`src/sv/tcs_pkg.sv`:
```
`default_nettype none

package tcs_pkg;

  // internal exponent width, value of sig msb is 2^(exp - 1023)
  localparam int EXP_W = 14;

  // result queue between evaluation and delivery
  localparam int QDEPTH = 32;
  localparam int QAW = $clog2(QDEPTH);

  localparam logic [63:0] QNAN = 64'h7FF8_0000_0000_0000;

  // element type codes, anything above TY_BOOL compares raw bits
  localparam logic [3:0] TY_F32  = 4'd0;
  localparam logic [3:0] TY_F64  = 4'd1;
  localparam logic [3:0] TY_F16  = 4'd2;
  localparam logic [3:0] TY_BF16 = 4'd3;
  localparam logic [3:0] TY_I8   = 4'd4;
  localparam logic [3:0] TY_I16  = 4'd5;
  localparam logic [3:0] TY_I32  = 4'd6;
  localparam logic [3:0] TY_I64  = 4'd7;
  localparam logic [3:0] TY_U8   = 4'd8;
  localparam logic [3:0] TY_U16  = 4'd9;
  localparam logic [3:0] TY_U32  = 4'd10;
  localparam logic [3:0] TY_U64  = 4'd11;
  localparam logic [3:0] TY_BOOL = 4'd12;
  localparam logic [3:0] TY_RAW  = 4'd13;

  // configuration register indexes
  localparam logic [1:0] CFG_ELEM_TYPE = 2'd0;
  localparam logic [1:0] CFG_RTOL      = 2'd1;
  localparam logic [1:0] CFG_ATOL      = 2'd2;
  localparam logic [1:0] CFG_NAN_EQ    = 2'd3;

  typedef enum logic [2:0] {
    ST_MATCH = 3'd0,
    ST_NAN   = 3'd1,
    ST_INF   = 3'd2,
    ST_TOL   = 3'd3,
    ST_RAW   = 3'd4
  } status_t;

  typedef struct packed {
    logic [63:0] actual_value;
    logic [63:0] expected_value;
    logic        last_element;
  } in_beat_t;

  typedef struct packed {
    status_t     status;
    logic [31:0] element_index;
    logic [31:0] first_failure_index;
    logic        any_failure;
    logic        tensor_done;
  } out_beat_t;

  typedef struct packed {
    logic [3:0]  element_type;
    logic [63:0] rtol;
    logic [63:0] atol;
    logic        nan_equal;
  } cfg_regs_t;

  // special flags and exponent that go with an unrounded significand
  typedef struct packed {
    logic                    nan;
    logic                    inf;
    logic                    sign;
    logic signed [EXP_W-1:0] exp;
  } rnd_flags_t;

  typedef struct packed {
    status_t status;
    logic    last;
  } eval_res_t;

endpackage

`default_nettype wire

```
`src/sv/tcs_back.sv`:
```
`default_nettype none

module tcs_back
  import tcs_pkg::*;
#(
  parameter int INDEX_BITS = 32
) (
  input  wire logic      clk,
  input  wire logic      rst,
  input  wire logic      beat_in,
  input  wire logic      res_valid,
  input  wire eval_res_t res,
  output logic           credit_ok,
  output logic           out_valid,
  input  wire logic      out_ready,
  output out_beat_t      out_data
);

  // result queue with wrap bit on the pointers
  eval_res_t q [QDEPTH];
  logic [QAW:0] wr_ptr, rd_ptr;
  logic [QAW:0] occ;
  logic q_empty, q_full, pop;
  eval_res_t head;

  assign q_empty = wr_ptr == rd_ptr;
  assign q_full = (wr_ptr[QAW] != rd_ptr[QAW]) && (wr_ptr[QAW-1:0] == rd_ptr[QAW-1:0]);
  assign pop = !q_empty && (!out_valid || out_ready);
  assign head = q[rd_ptr[QAW-1:0]];

  // beats accepted and not yet moved to the output register
  assign credit_ok = occ < (QAW + 1)'(QDEPTH);

  always_ff @(posedge clk) begin
    if (res_valid) begin
      q[wr_ptr[QAW-1:0]] <= res;
    end
  end

  always_ff @(posedge clk) begin
    if (rst) begin
      wr_ptr <= '0;
      rd_ptr <= '0;
      occ <= '0;
    end else begin
      if (res_valid) wr_ptr <= wr_ptr + 1'b1;
      if (pop) rd_ptr <= rd_ptr + 1'b1;
      occ <= occ + (QAW + 1)'(beat_in) - (QAW + 1)'(pop);
    end
  end

  // running tensor state
  logic [INDEX_BITS-1:0] counter, first_bad;
  logic seen;
  logic fail, seen_next;
  logic [INDEX_BITS-1:0] first_next;

  assign fail = head.status != ST_MATCH;
  assign seen_next = seen || fail;
  assign first_next = (!seen && fail) ? counter : first_bad;

  always_ff @(posedge clk) begin
    if (rst) begin
      counter <= '0;
      first_bad <= '0;
      seen <= 1'b0;
      out_valid <= 1'b0;
    end else begin
      if (pop) begin
        out_valid <= 1'b1;
      end else if (out_ready) begin
        out_valid <= 1'b0;
      end
      if (pop) begin
        if (head.last) begin
          counter <= '0;
          first_bad <= '0;
          seen <= 1'b0;
        end else begin
          counter <= counter + 1'b1;
          first_bad <= first_next;
          seen <= seen_next;
        end
      end
    end
  end

  // output beat register
  always_ff @(posedge clk) begin
    if (pop) begin
      out_data.status <= head.status;
      out_data.element_index <= 32'(counter);
      out_data.first_failure_index <= 32'(first_next);
      out_data.any_failure <= seen_next;
      out_data.tensor_done <= head.last;
    end
  end

`ifndef SYNTHESIS
  a_occ_bound: assert property (@(posedge clk) disable iff (rst)
    occ <= (QAW + 1)'(QDEPTH))
    else $error("credit count above queue depth");

  a_no_overflow: assert property (@(posedge clk) disable iff (rst)
    res_valid |-> !q_full)
    else $error("result written into full queue");

  a_last_clears: assert property (@(posedge clk) disable iff (rst)
    (pop && head.last) |=> (counter == '0) && !seen)
    else $error("tensor state not cleared after last beat");
`endif

endmodule

`default_nettype wire

```
`config.mk`:
```
export PLATFORM = sky130hd
export DESIGN_NAME = tcs_back
export DESIGN_NICKNAME = d
export VERILOG_FILES = /design/src/sv/tcs_pkg.sv /design/src/sv/tcs_back.sv
export SDC_FILE = /design/constraint.sdc
export NUM_CORES = 1
export LEC_CHECK = 0
export ABC_CLOCK_PERIOD_IN_PS = 11000
export BUFFER_PORTS_ARGS = -buffer_cell sky130_fd_sc_hd__buf_2
export CORE_ASPECT_RATIO = 0.8
export CORE_MARGIN = 1.5
export CORE_UTILIZATION = 50
export DETAILED_ROUTE_END_ITERATION = 10
export PLACE_DENSITY = 0.68
export REMOVE_ABC_BUFFERS = 1
export SLEW_MARGIN = 20
export SYNTH_ARGS = -nofsm -noshare
export SYNTH_HDL_FRONTEND = slang
export SYNTH_SLANG_ARGS = --single-unit
```
`constraint.sdc`:
```
create_clock -name clk -period 11 [get_ports clk]
set_input_delay 2.2 -clock clk [delete_from_list [all_inputs] [get_ports clk]]
set_output_delay 2.2 -clock clk [all_outputs]
set_load 0.1 [all_outputs]
```
==> results.json, run 1 <==
{
  "synth-seq-area-share": 0.680,
  "cp_max_fo": 80,
  "synth_area_sq_mm": 0.0113,
  "grt_pass1_vias": 6186,
  "mostFrequentLayoutCells": "edfxtp_1, nor2_1, dfxtp_1",
  "synth_top_area_frac": 0.523,
  "cts_root_buffer": "clkbuf_16",
  "hpwl_microns": 13900,
  "grt_antenna_before_repair": 0,
  "port_buffers": 79,
  "drt-total-wl_microns": 21600,
  "routed_wire_length_per_instance_microns": 18.9,
  "final_common_cell": "edfxtp_1",
  "post_drt_via_cell_ratio": 5.46,
  "yosysWarnings": 0,
  "cts.sinks": 286,
  "worstPathArrival_ps": 4840,
  "clock_latency_ps": 540,
  "die_w_microns": 171,
  "ys_seq_elements": 286,
  "sequentialPowerShare": 0.358,
  "synthCells": 735,
  "critPathRequiredTime_ps": 11470,
  "layout.nets": 837,
  "hold_depth": 1,
  "finalCriticalPeriod_ps": 4370,
  "track_usage": 0.185,
  "htreeDepth": 1,
  "cts_resized": 0,
  "critPathKind": "in -> reg",
  "tightest_slew_ps": 1030,
  "p_sw_mw": 1.68,
  "path_common_cell": "buf_4",
  "initial_utilization": 0.507,
  "r2r_setup_slack_ps": 7360,
  "critPathMaxStageDelay_ps": 730,
  "pin_count": 80,
  "gp_congestion": 0.760,
  "overflow": 0,
  "fin_crit_sh": 0.397,
  "pwr-share-comb": 0.379,
  "crit_path_start_kind": "primary input",
  "relSlewSlack": 0.315,
  "tns_ps": 0,
  "die-area_sq_mm": 0.0235,
  "final_core_util": 0.582,
  "worstSetupEndpointType": "register",
  "synthTopCellsByArea": "edfxtp_1, dfxtp_1, mux4_2",
  "cts_tree": "done",
  "ys_dominant_reg_cell": "edfxtp_1",
  "rsz0062_at_grt": "no",
  "cellLeakagePower_nw": 4.55,
  "grt_start_max_net_pins": 81,
  "max_freq_mhz": 229,
  "synth.distinct_cells": 49,
  "ys_async_sr_fraction": 0,
  "synth_edf_count": 197,
  "diodes": 0,
  "stdcell_area_sq_mm": 0.0130,
  "die_y_microns": 138,
  "hold_end": "first_bad[0]",
  "yosysTopAreaCell": "edfxtp_1",
  "dr.pass1.iters": 5,
  "drc_errors": 0,
  "status": "finished clean",
  "p_int_mw": 2.23,
  "p_clk_frac": 0.264,
  "fin_skew_ps": 15.2,
  "powerDensity_mw_per_mm2": 301,
  "hp-start": "first_bad[0]",
  "core-area_sq_mm": 0.0223,
  "worstReg2RegEnd": "out_data[8]",
  "vias": 6247,
  "place_area_sq_mm": 0.0120,
  "cts_buffer_depth": 3,
  "synthToLayoutAreaGrowth_pct": 14.9,
  "hold_buffers": 0,
  "ff2ff_path_depth": 8,
  "numCtsBuffers": 28,
  "slew_violations": 0,
  "syn_area_per_cell_sq_um": 15.4,
  "clk_pin_slew_ps": 60,
  "hold_viol_final": 0,
  "setup_viol": 0,
  "drt-initial-drc-count": 579,
  "final_layout_size_suffix_gt1_frac": 0.255,
  "rows": 49,
  "hold_class": "reg -> reg",
  "maxCapViolations": 0,
  "ant_nets": 0,
  "irDropWorstVdd_uv": 287,
  "cts_setup_buffers": 0,
  "grt_pass1_wl_microns": 33400,
  "cp_slowest_cell": "buf_4",
  "path_cells": "buf_2 > nand2b_1 > o21ai_1 > inv_2 > buf_4 > nand4_1 > a211oi_4 > buf_4 > a22o_1",
  "power.share.switching": 0.430
}
-- layer usage --
metal / global-route usage / up-vias / wire length, microns / part of all wire
li1: - / 2900 / - / -
met1: 0.265 / 3117 / 9620 / 0.45
met2: 0.292 / 193 / 10200 / 0.47
met3: 0.0270 / 37 / 1190 / 0.055
met4: 0.0599 / 0 / 585 / 0.027
met5: 0 / - / 0 / 0
-- state kept, by name, summed over array words and instances, names as in the netlist, named ones only --
register,cells
rd_ptr,6
out_data,69
first_bad,32
occ,6
seen,1
out_valid,1
q,128
wr_ptr,6
counter,32
-- synth_stat cells (3+ instances only) --
master and instances:
and3_1 6, nor2_1 97, nand2_1 36, nand3_1 10
xor2_1 9, nor3_1 18, dfxtp_1 89, mux4_2 36
mux2_4 30, clkbuf_1 16, ha_1 11, buf_6 5
inv_1 18, a21o_1 3, nor4_1 3, o2111ai_1 3
nand2b_1 3, nand4_1 8, a22o_1 32, buf_2 10
mux2i_1 7, xnor2_1 41, mux2_2 4, edfxtp_1 197
a21oi_1 8, nor2b_1 5
-- power groups by stage --
stage	Combinational, mW	Sequential (mW)	Clock (mW)
2_1_floorplan	0.374	2.29	0
3_3_place_gp	1.47	1.42	0
3_5_place_dp	1.49	1.43	0
4_1_cts	1.50	1.40	1.05
5_1_grt	1.55	1.42	1.09
6_report	1.48	1.40	1.03
-- cell families (layout without fill, tap and decap cells) --
| group | after synthesis | after routing | share of synthesized area |
|---|---|---|---|
| flip-flops | 286 | 286 | 0.680 |
| adder cells (fa/ha/maj) | 12 | 12 | 0.0139 |
| XOR/XNOR | 50 | 50 | 0.0387 |
| buffers and inverters | 51 | 154 | 0.0213 |
| AND/OR/NAND/NOR | 198 | 198 | 0.0785 |
| AO/OA/AOI/OAI | 60 | 60 | 0.0441 |
| multiplexers | 78 | 78 | 0.123 |
-- layout make-up --
| class | count | area [sq um] |
|---|---|---|
| fillers | 1744 | 9320 |
| flip-flops and latches | 286 | 7700 |
| well taps | 306 | 383 |
| clock buffers | 34 | 796 |
| inverters | 18 | 67.6 |
| multi-input cells | 398 | 3400 |
| repair buffers | 84 | 433 |
| clock inverters | 18 | 221 |
-- through the flow --
step	power, mW	setup slack [ps]	hold slack [ps]	cells
after floorplan	2.67	4440	445	702
after detailed placement	2.92	6130	465	1092
after CTS	3.95	6660	480	1144
after global placement	2.89	6300	463	1092
final	3.91	6630	481	1144
after global routing	4.05	6410	500	1144
-- worst max path at each step --
stage / from / slack [ps] / endpoint / cells past startpoint
final: out_ready / 6630 / first_bad[1] / 9
after global routing: out_ready / 6410 / counter[25] / 7
after CTS: out_ready / 6660 / first_bad[22] / 9
after detailed placement: out_ready / 6130 / first_bad[26] / 9
after global placement: out_ready / 6300 / first_bad[15] / 9
after floorplan: out_ready / 4440 / first_bad[0] / 6
-- worst max-delay path: cells and delay by family --
| kind | cells | cell delay [ps] |
|---|---|---|
| buf+inv | 4 | 1300 |
| compound gates | 3 | 720 |
| simple gates | 2 | 490 |
Power figures use the tool's default switching activity.
==> run 2, diff against run 1 <==
--- a/config.mk
+++ b/config.mk
@@ -5,7 +5,7 @@
 export SDC_FILE = /design/constraint.sdc
 export NUM_CORES = 1
 export LEC_CHECK = 0
-export ABC_CLOCK_PERIOD_IN_PS = 11000
+export ABC_CLOCK_PERIOD_IN_PS = 4200
 export BUFFER_PORTS_ARGS = -buffer_cell sky130_fd_sc_hd__buf_2
 export CORE_ASPECT_RATIO = 0.8
 export CORE_MARGIN = 1.5
==> constraint.sdc (replaced) <==
create_clock -name clk -period 4.2 [get_ports clk]
set_input_delay 0.84 -clock clk [delete_from_list [all_inputs] [get_ports clk]]
set_output_delay 0.84 -clock clk [all_outputs]
set_load 0.1 [all_outputs]
==> results.json, run 2 (synthesis results as in run 1) <==
{
  "critPathRequiredTime_ps": 4480,
  "die-area_sq_mm": 0.0235,
  "worstSetupEndpointType": "register",
  "placedCellCount": 1099,
  "cts_tree": "done",
  "track_usage": 0.189,
  "numCtsBuffers": 28,
  "path_common_cell": "mux4_2",
  "hold_class": "reg -> reg",
  "grt_pass1_vias": 6162,
  "status": "finished clean",
  "path_cells": "buf_4 > mux4_2 > mux4_2 > mux2i_2 > a21oi_4 > buf_12 > mux2_4",
  "grt_antenna_before_repair": 0,
  "hold_buffers": 0,
  "drc_errors": 0,
  "rows": 49,
  "cp_slowest_cell": "dfxtp_2",
  "fin_skew_ps": 10.4,
  "grt_start_max_net_pins": 49,
  "die_y_microns": 138,
  "setup_viol": 0,
  "port_buffers": 79,
  "htreeDepth": 1,
  "dr.pass1.iters": 5,
  "die_w_microns": 171,
  "gp_congestion": 0.799,
  "stdcell_count": 1151,
  "nFillCells": 1743,
  "cellLeakagePower_nw": 4.51,
  "cp_max_fo": 32,
  "mostFrequentLayoutCells": "edfxtp_1, nor2_1, dfxtp_1",
  "hold_viol_final": 0,
  "cts_resized": 0,
  "tightest_slew_ps": 1130,
  "slew_violations": 0,
  "cts_buffer_depth": 3,
  "hpwl_microns": 14500,
  "final_common_cell": "edfxtp_1",
  "cp_top_family": "multiplexers",
  "core-area_sq_mm": 0.0223,
  "clk_pin_slew_ps": 60,
  "rsz0062_at_grt": "no",
  "diodes": 0,
  "final_layout_size_suffix_gt1_frac": 0.247,
  "powerDensity_mw_per_mm2": 774,
  "worstPathArrival_ps": 3710,
  "finalCriticalPeriod_ps": 3430,
  "cts_root_buffer": "clkbuf_16",
  "fin_crit_sh": 0.817,
  "ant_nets": 0,
  "power_mw": 9.98,
  "hp-start": "first_bad[25]",
  "post_drt_via_cell_ratio": 5.55,
  "crit_path_start_kind": "register",
  "cts.sinks": 286,
  "drt-total-wl_microns": 22100,
  "largest_register_ffs": 128,
  "clock_latency_ps": 530,
  "vias": 6387,
  "irDropWorstVdd_uv": 723,
  "relSlewSlack": 0.245,
  "initial_utilization": 0.507,
  "critPathMaxStageDelay_ps": 720,
  "synthToLayoutAreaGrowth_pct": 14.0,
  "critPathKind": "reg -> reg",
  "drt-initial-drc-count": 526,
  "routed_wire_length_per_instance_microns": 19.2,
  "pin_count": 80,
  "grt_pass1_wl_microns": 34000,
  "layout.nets": 844,
  "cts_setup_buffers": 0,
  "maxCapViolations": 0,
  "max_freq_mhz": 291,
  "critical_path.n_buffers_inverters": 2,
  "overflow": 0
}
==> run 2: changes by cell type in the layout (fill, tap and decap cells not counted), moves of 2 or more <==
cell | previous run | this run
clkbuf_8 | 3 | 1
clkinv_2 | 9 | 5
clkinv_1 | 2 | 8
bufinv_16 | 5 | 1
buf_4 | 5 | 11
clkbuf_1 | 1 | 7
==> run 2: final cells by class <==
cell class                      count  area [sq um]  share of cell area
Clock buffer                       37           766              0.0594
Multi-Input combinational cell    398          3390               0.263
Sequential cell                   286          7700               0.597
Timing Repair Buffer               91           498              0.0386
Tap cell                          306           383              0.0297
Inverter                           18          67.6             0.00524
Clock inverter                     15          93.8             0.00727
==> run 2: power by group <==
part           switching (mW)  internal (mW)
logic                    3.23          0.739
clock network            1.01           1.34
registers               0.179           3.49
==> run 2: path summary, 6_finish.rpt <==
| check | end | cells past startpoint | slack (ps) |
|---|---|---|---|
| worst min-delay path | first_bad[25] | 1 | 480 |
| worst max register to register | out_data[28] | 7 | 770 |
| worst min register to register | first_bad[25] | 1 | 480 |
| worst max-delay path | out_data[28] | 7 | 770 |
==> run 2: per-layer routing <==
metal / vias up / GRT usage / wire, microns
met3: 42 / 0.0307 / 1090
li1: 2918 / - / -
met5: - / 0 / 0
met4: 0 / 0.0590 / 524
met1: 3227 / 0.273 / 10000
met2: 200 / 0.296 / 10500
==> run 2: stage by stage <==
stage               setup TNS (ps)  worst slack [ps]   util  hold WS [ps]  cell area [sq um]
floorplan                   -35770             -1000      -           445              11100
global placement                 0               811  0.540           459              12000
detailed placement               0               707  0.540           466              12000
CTS                              0               695  0.578           484              12900
global route                     0               561  0.578           496              12900
finish                           0               767  0.578           483              12900
==> run 3, diff against run 2 <==
--- a/config.mk
+++ b/config.mk
@@ -5,13 +5,13 @@
 export SDC_FILE = /design/constraint.sdc
 export NUM_CORES = 1
 export LEC_CHECK = 0
-export ABC_CLOCK_PERIOD_IN_PS = 4200
+export ABC_CLOCK_PERIOD_IN_PS = 3100
 export BUFFER_PORTS_ARGS = -buffer_cell sky130_fd_sc_hd__buf_2
 export CORE_ASPECT_RATIO = 0.8
 export CORE_MARGIN = 1.5
 export CORE_UTILIZATION = 50
 export DETAILED_ROUTE_END_ITERATION = 10
-export PLACE_DENSITY = 0.68
+export PLACE_DENSITY = 0.71
 export REMOVE_ABC_BUFFERS = 1
 export SLEW_MARGIN = 20
 export SYNTH_ARGS = -nofsm -noshare
==> constraint.sdc (replaced) <==
create_clock -name clk -period 3.1 [get_ports clk]
set_input_delay 0.62 -clock clk [delete_from_list [all_inputs] [get_ports clk]]
set_output_delay 0.62 -clock clk [all_outputs]
set_load 0.1 [all_outputs]
==> results.json, run 3 (synthesis results as in run 1) <==
{
  "die_y_microns": 138,
  "synthToLayoutAreaGrowth_pct": 16.5,
  "rows": 49,
  "cellLeakagePower_nw": 4.64,
  "track_usage": 0.181,
  "dr.pass1.iters": 4,
  "diodes": 0,
  "clock_latency_ps": 540,
  "hold_viol_final": 0,
  "pin_count": 80,
  "largest_register_ffs": 128,
  "stdcell_count": 1161,
  "routed_wire_length_per_instance_microns": 18.3,
  "die-area_sq_mm": 0.0235,
  "gp_congestion": 0.795,
  "clk_pin_slew_ps": 60,
  "port_buffers": 79,
  "worstSetupEndpointType": "register",
  "maxCapViolations": 0,
  "met3_usage": 0.0279,
  "final_layout_size_suffix_gt1_frac": 0.270,
  "regArea_sq_mm": 0.00770,
  "die_w_microns": 171,
  "timing.hold.ws_ps": 450,
  "grt_pass1_vias": 5775,
  "layout.nets": 855,
  "cts_resized": 0,
  "worstPathArrival_ps": 3230,
  "max_freq_mhz": 339,
  "final_common_cell": "edfxtp_1",
  "cts_root_buffer": "clkbuf_16",
  "drc_errors": 0,
  "crit_path_start_kind": "register",
  "grt.busiest_layer": "met1",
  "setup_viol": 0,
  "core-area_sq_mm": 0.0223,
  "grt_start_max_net_pins": 77,
  "hold_buffers": 0,
  "cts_setup_buffers": 0,
  "hold_class": "in -> reg",
  "fin_skew_ps": 12.4,
  "grtUsageMet1": 0.278,
  "grt_pass1_wl_microns": 32600,
  "post_drt_via_cell_ratio": 5.38,
  "powerDensity_mw_per_mm2": 1060,
  "drt-total-wl_microns": 21300,
  "fin_crit_sh": 0.953,
  "overflow": 0,
  "irDropWorstVdd_uv": 905,
  "slew_violations": 0,
  "mostFrequentLayoutCells": "edfxtp_1, nor2_1, dfxtp_1",
  "cts_tree": "done",
  "ant_nets": 0,
  "tightest_slew_ps": 964,
  "grt_antenna_before_repair": 0,
  "cts.sinks": 286,
  "multiInputGateArea_sq_mm": 0.00339,
  "relSlewSlack": 0.357,
  "cp_max_fo": 32,
  "hpwl_microns": 13800,
  "power_mw": 13.9,
  "status": "finished clean",
  "finalCriticalPeriod_ps": 2950,
  "drt-initial-drc-count": 451,
  "cts_buffer_depth": 3,
  "nFillCells": 1738,
  "placedCellCount": 1110,
  "initial_utilization": 0.507,
  "rsz0062_at_grt": "no",
  "grt.met2_usage": 0.271,
  "htreeDepth": 1,
  "vias": 6251,
  "critPathRequiredTime_ps": 3380,
  "numCtsBuffers": 28,
  "critPathKind": "reg -> reg"
}
==> run 3: cell types whose count changed in the layout (fill, tap and decap cells not counted), moves of 3 or more <==
cell,delta
clkinv_2,+3
clkbuf_16,+4
clkbuf_1,-6
buf_4,+6
clkinvlp_4,+3
clkinv_1,-7
buf_12,+5
==> run 3: worst max-delay path, cell delays in order, from the launching register on <==
cell and delay [ps]:
dfxtp_2 350, buf_4 200, mux4_2 500, mux4_2 450
mux2_2 310, a41oi_4 230, a21oi_4 90, buf_12 190
mux2_4 330
==> run 3: area by class of cell <==
type,instances,area share
sequential,286,0.584
multi-input combinational,398,0.257
clock buffer,36,0.0650
timing repair buffer,102,0.0488
tap,306,0.0291
clock inverter,15,0.0103
inverter,18,0.00522
==> run 3: routing by layer <==
| metal | vias up | part of all wire |
|---|---|---|
| met5 | - | 0 |
| met4 | 0 | 0.018 |
| met3 | 29 | 0.045 |
| met2 | 158 | 0.45 |
| met1 | 3127 | 0.48 |
| li1 | 2937 | - |
==> run 3: worst paths after layout <==
path	cells after the start	start	end	slack, ps
worst min register to register	1	first_bad[31]	first_bad[31]	470
worst max-delay path	8	register	out_data[22]	150
worst max register to register	8	register	out_data[22]	150
worst min-delay path	3	beat_in	occ[0]	450
==> run 3: power by group <==
| group | total, mW | internal, mW | switching [mW] |
|---|---|---|---|
| registers | 4.93 | 4.74 | 0.188 |
| logic | 5.48 | 1.08 | 4.40 |
| clock network | 3.53 | 2.12 | 1.41 |
| total | 13.9 | 7.94 | 6.00 |
==> run 3: per-stage QoR <==
step	area, sq um	TNS [ps]	util	worst slack (ps)
after floorplan	11100	-126460	-	-2030
after global placement	12200	0	0.546	196
after detailed placement	12200	0	0.546	178
after CTS	13200	0	0.591	164
after global routing	13200	0	0.591	65.7
final	13200	0	0.591	146
